File: src/rtl/strx_pkg.sv
// Shared types, constants and CRC step for the scan telegram receiver.
package strx_pkg;

  localparam int unsigned POS_W = 11;

  // Fixed byte positions inside a telegram
  localparam logic [POS_W-1:0] POS_SYNC_LAST   = 11'd2;
  localparam logic [POS_W-1:0] POS_ERROR       = 11'd3;
  localparam logic [POS_W-1:0] POS_LEN_HI      = 11'd6;
  localparam logic [POS_W-1:0] POS_LEN_LO      = 11'd7;
  localparam logic [POS_W-1:0] POS_LEN_CHECK   = 11'd9;
  localparam logic [POS_W-1:0] POS_VER_LO      = 11'd10;
  localparam logic [POS_W-1:0] POS_VER_HI      = 11'd11;
  localparam logic [POS_W-1:0] POS_STAT_0      = 11'd12;
  localparam logic [POS_W-1:0] POS_STAT_1      = 11'd13;
  localparam logic [POS_W-1:0] POS_SCAN_0      = 11'd14;
  localparam logic [POS_W-1:0] POS_SCAN_1      = 11'd15;
  localparam logic [POS_W-1:0] POS_SCAN_2      = 11'd16;
  localparam logic [POS_W-1:0] POS_SCAN_3      = 11'd17;
  localparam logic [POS_W-1:0] POS_TELE_LO     = 11'd18;
  localparam logic [POS_W-1:0] POS_TELE_HI     = 11'd19;
  localparam logic [POS_W-1:0] POS_CHECK       = 11'd1103;
  localparam logic [POS_W-1:0] POS_PAYLOAD_END = 11'd1105;
  localparam logic [POS_W-1:0] POS_CRC_LO      = 11'd1106;
  localparam logic [POS_W-1:0] POS_LAST        = 11'd1107;

  localparam logic [15:0] LEN_RESET = 16'd552;
  localparam logic [15:0] VER_RESET = 16'd258;
  localparam logic [15:0] CRC_INIT  = 16'hFFFF;
  localparam logic [15:0] CRC_POLY  = 16'h1021;

  // Configuration register indexes
  localparam logic CFG_LENGTH  = 1'b0;
  localparam logic CFG_VERSION = 1'b1;

  // Single-bit flag codes mark a measurement as invalid
  localparam logic [2:0] FLAG_WARN  = 3'd4;
  localparam logic [2:0] FLAG_PROT  = 3'd2;
  localparam logic [2:0] FLAG_GLARE = 3'd1;

  typedef enum logic [2:0] {
    ST_OK      = 3'd0,
    ST_DEVICE  = 3'd1,
    ST_LENGTH  = 3'd2,
    ST_VERSION = 3'd3,
    ST_STATUS  = 3'd4,
    ST_CRC     = 3'd5
  } strx_status_e;

  typedef struct packed {
    logic         kind;
    logic [9:0]   meas_index;
    logic [12:0]  distance_cm;
    logic [2:0]   field_flags;
    logic         meas_valid;
    strx_status_e frame_status;
    logic [7:0]   device_error_code;
    logic [31:0]  scan_number;
    logic [15:0]  telegram_number;
  } strx_result_t;

  function automatic logic [15:0] crc16_step(input logic [15:0] crc, input logic [7:0] data);
    logic [15:0] c;
    c = crc ^ {data, 8'h00};
    for (int k = 0; k < 8; k++) begin
      c = c[15] ? ({c[14:0], 1'b0} ^ CRC_POLY) : {c[14:0], 1'b0};
    end
    return c;
  endfunction

  function automatic strx_result_t make_report(input strx_status_e status,
                                               input logic [7:0] code,
                                               input logic [31:0] scan,
                                               input logic [15:0] tele);
    strx_result_t r;
    r = '0;
    r.kind              = 1'b1;
    r.frame_status      = status;
    r.device_error_code = code;
    r.scan_number       = scan;
    r.telegram_number   = tele;
    return r;
  endfunction

endpackage

File: src/rtl/scan_telegram_receiver_top.sv
// Top level of the scan telegram receiver: parser plus registered result stage.
//
// Input channel: one telegram byte per transfer on rx_byte_i (in_valid_i / in_stall_o).
// Output channel: one result per transfer, either a measurement (kind_o = 0) or an
// end-of-telegram / error report (kind_o = 1) carrying frame_status_o.
// Configuration: cfg_we_i writes cfg_wdata_i to the register at cfg_idx_i
// (0 expected length word, 1 expected version); write only while idle.
// Throughput: one byte per cycle while in_stall_o is low; all parsing and the CRC
// byte step sit between the parser state registers and the result register.
// Results: each is registered in the result register, or in the skid entry on stall.
// Stall: the result register is backed by one skid entry; in_stall_o rises only
// once both hold a result, so the input keeps flowing under stall until the skid fills.
// Reset: the parser hunts for sync, the CRC is preset to all ones, both config
// registers take their defaults and no result is pending.
// Consumers drop the measurements of a frame whose final report is not ok.
module scan_telegram_receiver_top #(
  parameter int unsigned MEAS_COUNT  = 541,
  parameter int unsigned MEAS_OFFSET = 24
) (
  input  logic        clk_i,
  input  logic        rst_ni,
  input  logic        cfg_we_i,
  input  logic        cfg_idx_i,
  input  logic [15:0] cfg_wdata_i,
  input  logic        in_valid_i,
  output logic        in_stall_o,
  input  logic [7:0]  rx_byte_i,
  output logic        out_valid_o,
  input  logic        out_stall_i,
  output logic        kind_o,
  output logic [9:0]  meas_index_o,
  output logic [12:0] distance_cm_o,
  output logic [2:0]  field_flags_o,
  output logic        meas_valid_o,
  output logic [2:0]  frame_status_o,
  output logic [7:0]  device_error_code_o,
  output logic [31:0] scan_number_o,
  output logic [15:0] telegram_number_o
);

  logic                   accept;
  logic                   res_valid;
  logic                   full;
  strx_pkg::strx_result_t res, out;

  assign in_stall_o = full;
  assign accept     = in_valid_i && !full;

  strx_parser #(
    .MEAS_COUNT  (MEAS_COUNT),
    .MEAS_OFFSET (MEAS_OFFSET)
  ) u_parser (
    .clk_i       (clk_i),
    .rst_ni      (rst_ni),
    .cfg_we_i    (cfg_we_i),
    .cfg_idx_i   (cfg_idx_i),
    .cfg_wdata_i (cfg_wdata_i),
    .accept_i    (accept),
    .rx_byte_i   (rx_byte_i),
    .res_valid_o (res_valid),
    .res_o       (res)
  );

  strx_skid u_skid (
    .clk_i       (clk_i),
    .rst_ni      (rst_ni),
    .res_valid_i (res_valid),
    .res_i       (res),
    .full_o      (full),
    .out_valid_o (out_valid_o),
    .out_stall_i (out_stall_i),
    .out_o       (out)
  );

  assign kind_o              = out.kind;
  assign meas_index_o        = out.meas_index;
  assign distance_cm_o       = out.distance_cm;
  assign field_flags_o       = out.field_flags;
  assign meas_valid_o        = out.meas_valid;
  assign frame_status_o      = 3'(out.frame_status);
  assign device_error_code_o = out.device_error_code;
  assign scan_number_o       = out.scan_number;
  assign telegram_number_o   = out.telegram_number;

endmodule

File: src/rtl/strx_parser.sv
// Telegram byte parser: position tracking, header checks, CRC and measurement decode.
module strx_parser #(
  parameter int unsigned MEAS_COUNT  = 541,
  parameter int unsigned MEAS_OFFSET = 24
) (
  input  logic                  clk_i,
  input  logic                  rst_ni,
  input  logic                  cfg_we_i,
  input  logic                  cfg_idx_i,
  input  logic [15:0]           cfg_wdata_i,
  input  logic                  accept_i,
  input  logic [7:0]            rx_byte_i,
  output logic                  res_valid_o,
  output strx_pkg::strx_result_t res_o
);

  logic [15:0]                  exp_len_q, exp_ver_q;
  logic [strx_pkg::POS_W-1:0]   pos_q, pos_d;
  logic [15:0]                  crc_q, crc_d;
  logic [7:0]                   held_q, held_d;
  logic [15:0]                  ver_q, ver_d;
  logic                         stat_q, stat_d;
  logic [31:0]                  scan_q, scan_d;
  logic [15:0]                  tele_q, tele_d;
  logic [strx_pkg::POS_W-1:0]   off;
  logic [9:0]                   idx;
  logic [2:0]                   flags;
  logic                         done;
  logic [7:0]                   b;

  assign b     = rx_byte_i;
  assign off   = pos_q - strx_pkg::POS_W'(MEAS_OFFSET);
  assign idx   = off[strx_pkg::POS_W-1:1];
  assign flags = b[7:5];

  always_comb begin
    pos_d       = pos_q;
    crc_d       = crc_q;
    held_d      = held_q;
    ver_d       = ver_q;
    stat_d      = stat_q;
    scan_d      = scan_q;
    tele_d      = tele_q;
    res_valid_o = 1'b0;
    res_o       = '0;
    done        = 1'b0;
    if (accept_i) begin
      if (pos_q <= strx_pkg::POS_SYNC_LAST) begin
        pos_d = (b == 8'h00) ? pos_q + 1'b1 : '0;
      end else if (pos_q == strx_pkg::POS_ERROR) begin
        // Start of a new frame
        crc_d  = strx_pkg::CRC_INIT;
        stat_d = 1'b0;
        scan_d = '0;
        tele_d = '0;
        ver_d  = '0;
        if (b != 8'h00) begin
          res_valid_o = 1'b1;
          res_o       = strx_pkg::make_report(strx_pkg::ST_DEVICE, b, '0, '0);
          pos_d       = '0;
        end else begin
          pos_d = pos_q + 1'b1;
        end
      end else begin
        if (pos_q <= strx_pkg::POS_PAYLOAD_END) begin
          crc_d = strx_pkg::crc16_step(crc_q, b);
        end
        if (pos_q == strx_pkg::POS_LEN_HI) begin
          held_d = b;
        end else if (pos_q == strx_pkg::POS_LEN_LO) begin
          ver_d = {held_q, b};
        end else if (pos_q == strx_pkg::POS_LEN_CHECK) begin
          if (ver_q != exp_len_q) begin
            res_valid_o = 1'b1;
            res_o       = strx_pkg::make_report(strx_pkg::ST_LENGTH, '0, scan_q, tele_q);
            done        = 1'b1;
          end
        end else if (pos_q == strx_pkg::POS_VER_LO) begin
          held_d = b;
        end else if (pos_q == strx_pkg::POS_VER_HI) begin
          ver_d = {b, held_q};
        end else if (pos_q == strx_pkg::POS_STAT_0 || pos_q == strx_pkg::POS_STAT_1) begin
          if (b != 8'h00) begin
            stat_d = 1'b1;
          end
        end else if (pos_q == strx_pkg::POS_SCAN_0) begin
          scan_d[7:0] = b;
        end else if (pos_q == strx_pkg::POS_SCAN_1) begin
          scan_d[15:8] = b;
        end else if (pos_q == strx_pkg::POS_SCAN_2) begin
          scan_d[23:16] = b;
        end else if (pos_q == strx_pkg::POS_SCAN_3) begin
          scan_d[31:24] = b;
        end else if (pos_q == strx_pkg::POS_TELE_LO) begin
          tele_d = {8'h00, b};
        end else if (pos_q == strx_pkg::POS_TELE_HI) begin
          tele_d[15:8] = b;
        end else if (pos_q == strx_pkg::POS_CRC_LO) begin
          held_d = b;
        end else if (pos_q >= strx_pkg::POS_LAST) begin
          res_valid_o = 1'b1;
          res_o = strx_pkg::make_report(({b, held_q} == crc_q) ? strx_pkg::ST_OK
                                                               : strx_pkg::ST_CRC,
                                        '0, scan_q, tele_q);
          done  = 1'b1;
        end

        if (!done && pos_q == strx_pkg::POS_CHECK) begin
          if (ver_q != exp_ver_q) begin
            res_valid_o = 1'b1;
            res_o       = strx_pkg::make_report(strx_pkg::ST_VERSION, '0, scan_q, tele_q);
            done        = 1'b1;
          end else if (stat_q) begin
            res_valid_o = 1'b1;
            res_o       = strx_pkg::make_report(strx_pkg::ST_STATUS, '0, scan_q, tele_q);
            done        = 1'b1;
          end
        end

        if (done) begin
          pos_d = '0;
        end else begin
          pos_d = pos_q + 1'b1;
          if (pos_q >= strx_pkg::POS_W'(MEAS_OFFSET) && pos_q <= strx_pkg::POS_PAYLOAD_END &&
              {1'b0, idx} < strx_pkg::POS_W'(MEAS_COUNT)) begin
            if (!off[0]) begin
              held_d = b;
            end else begin
              res_valid_o             = 1'b1;
              res_o.kind              = 1'b0;
              res_o.meas_index        = idx;
              res_o.distance_cm       = {b[4:0], held_q};
              res_o.field_flags       = flags;
              res_o.meas_valid        = !(flags == strx_pkg::FLAG_WARN ||
                                          flags == strx_pkg::FLAG_PROT ||
                                          flags == strx_pkg::FLAG_GLARE);
              res_o.frame_status      = strx_pkg::ST_OK;
              res_o.device_error_code = '0;
              res_o.scan_number       = scan_q;
              res_o.telegram_number   = tele_q;
            end
          end
        end
      end
    end
  end

  always_ff @(posedge clk_i or negedge rst_ni) begin
    if (!rst_ni) begin
      exp_len_q <= strx_pkg::LEN_RESET;
      exp_ver_q <= strx_pkg::VER_RESET;
      pos_q     <= '0;
      crc_q     <= strx_pkg::CRC_INIT;
      held_q    <= '0;
      ver_q     <= '0;
      stat_q    <= 1'b0;
      scan_q    <= '0;
      tele_q    <= '0;
    end else begin
      if (cfg_we_i) begin
        if (cfg_idx_i == strx_pkg::CFG_LENGTH) begin
          exp_len_q <= cfg_wdata_i;
        end else begin
          exp_ver_q <= cfg_wdata_i;
        end
      end
      pos_q  <= pos_d;
      crc_q  <= crc_d;
      held_q <= held_d;
      ver_q  <= ver_d;
      stat_q <= stat_d;
      scan_q <= scan_d;
      tele_q <= tele_d;
    end
  end

endmodule

File: src/rtl/strx_skid.sv
// Result register with one skid entry so the parser keeps running under output stall.
module strx_skid (
  input  logic                   clk_i,
  input  logic                   rst_ni,
  input  logic                   res_valid_i,
  input  strx_pkg::strx_result_t res_i,
  output logic                   full_o,
  output logic                   out_valid_o,
  input  logic                   out_stall_i,
  output strx_pkg::strx_result_t out_o
);

  logic                   out_valid_q, skid_valid_q;
  strx_pkg::strx_result_t out_q, skid_q;
  logic                   out_free;

  assign out_free    = !out_valid_q || !out_stall_i;
  assign full_o      = skid_valid_q;
  assign out_valid_o = out_valid_q;
  assign out_o       = out_q;

  always_ff @(posedge clk_i or negedge rst_ni) begin
    if (!rst_ni) begin
      out_valid_q  <= 1'b0;
      skid_valid_q <= 1'b0;
    end else if (skid_valid_q) begin
      // Input is held off while the skid entry is occupied
      if (out_free) begin
        out_valid_q  <= 1'b1;
        skid_valid_q <= 1'b0;
      end
    end else if (out_free) begin
      out_valid_q <= res_valid_i;
    end else if (res_valid_i) begin
      skid_valid_q <= 1'b1;
    end
  end

  always_ff @(posedge clk_i) begin
    if (skid_valid_q) begin
      if (out_free) begin
        out_q <= skid_q;
      end
    end else if (out_free) begin
      out_q <= res_i;
    end else begin
      skid_q <= res_i;
    end
  end

endmodule
File: config.mk
export PLATFORM = sky130hd
export DESIGN_NAME = scan_telegram_receiver_top
export DESIGN_NICKNAME = d
export VERILOG_FILES = /design/src/rtl/strx_pkg.sv /design/src/rtl/scan_telegram_receiver_top.sv /design/src/rtl/strx_parser.sv /design/src/rtl/strx_skid.sv
export SDC_FILE = /design/constraint.sdc
export NUM_CORES = 1
export LEC_CHECK = 0
export ABC_AREA = 1
export BUFFER_PORTS_ARGS = -buffer_cell sky130_fd_sc_hd__buf_2
export CORE_MARGIN = 8
export CORE_UTILIZATION = 60
export CTS_CLUSTER_DIAMETER = 80
export CTS_CLUSTER_SIZE = 16
export DETAILED_ROUTE_END_ITERATION = 7
export PLACE_DENSITY = 0.8
export SLEW_MARGIN = 30
export SYNTH_ARGS = -nofsm -noshare
export SYNTH_HDL_FRONTEND = slang
export SYNTH_SLANG_ARGS = --single-unit
export TNS_END_PERCENT = 30
File: constraint.sdc
create_clock -name clk_i -period 9.1 [get_ports clk_i]
set_input_delay 0.455 -clock clk_i [delete_from_list [all_inputs] [get_ports clk_i]]
set_output_delay 0.455 -clock clk_i [all_outputs]
set_load 0.02 [all_outputs]
==> results.toml <==
[run_status]
status = "finished, final reports clean"

[timing]
timing.clock.skew_ns = 0.01764
report.final.hold_viol_count = 0
tightest_slew_ns = 0.9018
maxClockFrequency_ghz = 0.3116
pins_over_slew_limit = 0
fin_worst_hold_slack_ns = 0.001609
finalSetupViolations = 0
rsz0062_at_grt = "no"
slew_headroom_pct = 39.88
layout_worst_path_cycle_share_pct = 35.27
timing.final.crit_period_ns = 3.209
totalNegativeSetupSlack_ns = 0

[placed_design]
port_buffers = 118
post-dp-hpwl_um = 22760
gp_congestion = 0.9650

[synth]
syn-num-nets = 1549
synth_warnings = 0
async_sr_flop_fraction_pct = 43.51
ys_dominant_reg_cell = "edfxtp_1"
ys_seq_area_share_pct = 60.13
post_synth_inst_count = 1512
netlist_area_mm2 = 0.01431
number_of_enable_flip_flop_cells_after_synthesis = 174
synth_seq_cells = 308
synth_area_per_cell_um2 = 9.464
ys_types = 52

[setup_path]
cp-endpoint = "u_skid.out_o[76]$_DFFE_PN_"
critPathCaptureType = "register"
r2r_start = "u_parser.pos_q[0]$_DFFE_PN0P_"
timing.reg2reg.setup_slack_ns = 5.89
critical_path_peak_fanout = 61
setup.worst_path.start_class = "register"
timing.reg2reg.worst_path_depth = 12
worst_ep_required_time_ns = 9.43
worstPathArrival_ns = 3.54
setup.worst_path.start = "u_parser.pos_q[0]$_DFFE_PN0P_"
critical_path_class = "reg -> reg"
timing.rr.end = "u_skid.out_o[76]$_DFFE_PN_"

[floorplanning]
initial_utilization_pct = 60.96
die_area_mm2 = 0.02905
fp.dieW_um = 170.4
core_area_mm2 = 0.02347
fp_rows = 56
floorplan.io_pins = 119
floorplan.die.height_um = 170.4

[grt]
first_global_vias = 9965
grt_first_pass_wirelength_um = 52100
grt_remaining_overflow = 0
grt_antenna_before_repair = 0
track_usage_pct = 22.47
grt_max_degree = 87

[cts]
post-cts-setup-buffer-count = 0
cts_made_buffers = 23
cts_hold_buffers = 0
maximum_level_of_the_cts_h_tree = 1
cts.sinks = 308
worst_setup_hold_path_clk_slew_ns = 0.08
clock_tree.root_cell = "clkbuf_16"
cts-resized-gates = 0
max-clock-path-buffers = 3
insertion_delay_ns = 0.53
cts_tree = "built"

[pwr]
p_comb_share_pct = 24.9
p_int_mw = 2.566
net-switching-power_mw = 1.292
power.share.clock_pct = 24.6
power.density_cell_area_mw_per_mm2 = 245.2
switching_power_as_a_share_of_total_power_pct = 33.48
sequential_share_of_power_pct = 50.5
leakage_power_summed_over_all_cells_nw = 7.402
vdd_drop_max_mv = 0.1877

[detailed_routing]
dr_total_vias = 10550
detail-route-antenna-nets = 0
avgViaCountPerCell = 5.427
finalWirelength_um = 32900
drc = 0
drtPass1Iterations = 6
avgRoutedWirePerCell_um = 16.92
drt_iter0_markers = 921

[flow_run]
max_cap_violations = 0

[cells_and_area]
layout-drive-gt1-share_pct = 14.46
area_growth_pct = 9.941
layout.cells.most_common_list = "398 x nand2_1, 174 x edfxtp_1, 170 x inv_1"
leading_cell_type_in_the_layout_fill_and_taps_excluded = "nand2_1"
nets = 1645
antennaDiodeCount = 0

[worst_hold_path]
hold_path_class = "in -> async"
==> power by group through the flow <==
stage	sequential (mW)	clock, mW	combinational (mW)
2_1_floorplan	1.97	0	0.682
3_3_place_gp	1.96	0	0.929
3_5_place_dp	1.97	0	0.953
4_1_cts	1.94	0.967	0.960
5_1_grt	1.97	1.02	1.08
6_report	1.95	0.949	0.962
==> layer usage <==
metal	GRT usage (%)	vias to the layer above	routed length [µm]
met3	3.244	54	2075
met2	36.86	324	15670
li1	-	5133	-
met5	0	-	0
met1	31.09	5039	14470
met4	5.912	0	684
==> through the flow <==
stage               cells  util, %  total power [mW]  instance area (µm²)  setup slack (ns)
detailed placement   1901    64.02             2.920                15030             5.933
finish               1944    67.03             3.858                15730             5.891
global placement     1901    64.02             2.886                15030             5.915
global route         1944    67.03             4.065                15730             5.654
floorplan            1512        -             2.651                14310             2.229
CTS                  1943    66.87             3.869                15700             5.904
==> cell type report <==
| class | instances | area, µm² |
|---|---|---|
| clock buffer | 40 | 649.4 |
| timing repair buffer | 125 | 669.4 |
| fill | 1829 | 7740 |
| clock inverter | 2 | 20.02 |
| sequential | 308 | 8606 |
| tap | 319 | 399.1 |
| inverter | 182 | 689.4 |
| multi-input combinational | 968 | 4700 |
==> critical path: stages, from the launching register on <==
cell     delay [ns]
dfrtp_1        0.46
inv_1          0.14
ha_1           0.29
inv_1          0.15
nor2_2         0.10
nand2_1        0.11
nand2_1        0.13
nor2_2         0.21
nand2_1        0.18
inv_2          0.12
buf_4          0.53
nand4_1        0.28
o21ai_0        0.31
==> cell families (layout without fill, tap and decap cells) <==
kind of cell,Yosys count,count (layout),synth area share [%]
adders and majority gates,7,7,0.6120
AOI/OAI and AO/OA,225,225,9.050
DFF,308,308,60.13
buffers and inverters,236,349,7.170
and+or+nand+nor,695,695,20.53
xor gates and xnor gates,41,41,2.509
==> cell usage after synthesis (14+ instances only) <==
library cell / number / area, µm²
a21oi_1: 20 / 100.1
buf_2: 14 / 70.07
buf_6: 14 / 157.7
clkbuf_1: 20 / 75.07
dfrtp_1: 113 / 2828
dfstp_2: 21 / 551.8
edfxtp_1: 174 / 5225
inv_1: 170 / 638.1
nand2_1: 401 / 1505
nand3_1: 76 / 380.4
nand4_1: 14 / 87.58
nor2_1: 158 / 593.1
o21ai_0: 104 / 520.5
o21ai_1: 44 / 220.2
o21ai_2: 18 / 157.7
xnor2_1: 14 / 122.6
xor2_1: 27 / 236.5
==> worst min path at each step <==
stage               slack [ns]                                 to
finish                   0.002     u_parser.held_q[7]$_DFFE_PN0P_
global placement          0.46    u_parser.scan_q[12]$_DFFE_PN0P_
CTS                       0.02        u_parser.stat_q$_DFFE_PN0P_
floorplan                 0.16  u_parser.exp_len_q[0]$_DFFE_PN0P_
global route              0.04     u_parser.held_q[7]$_DFFE_PN0P_
detailed placement        0.47    u_parser.scan_q[14]$_DFFE_PN0P_
==> sequential cells by signal (all words and copies together) (netlist names), 8 cells and up <==
signal	count
u_skid.out_o	87
u_skid.skid_q	87
u_parser.scan_q	32
u_parser.crc_q	16
u_parser.exp_len_q	16
u_parser.exp_ver_q	16
u_parser.tele_q	16
u_parser.ver_q	16
u_parser.pos_q	11
u_parser.held_q	8
No activity file was read; power rests on OpenSTA's default activity.
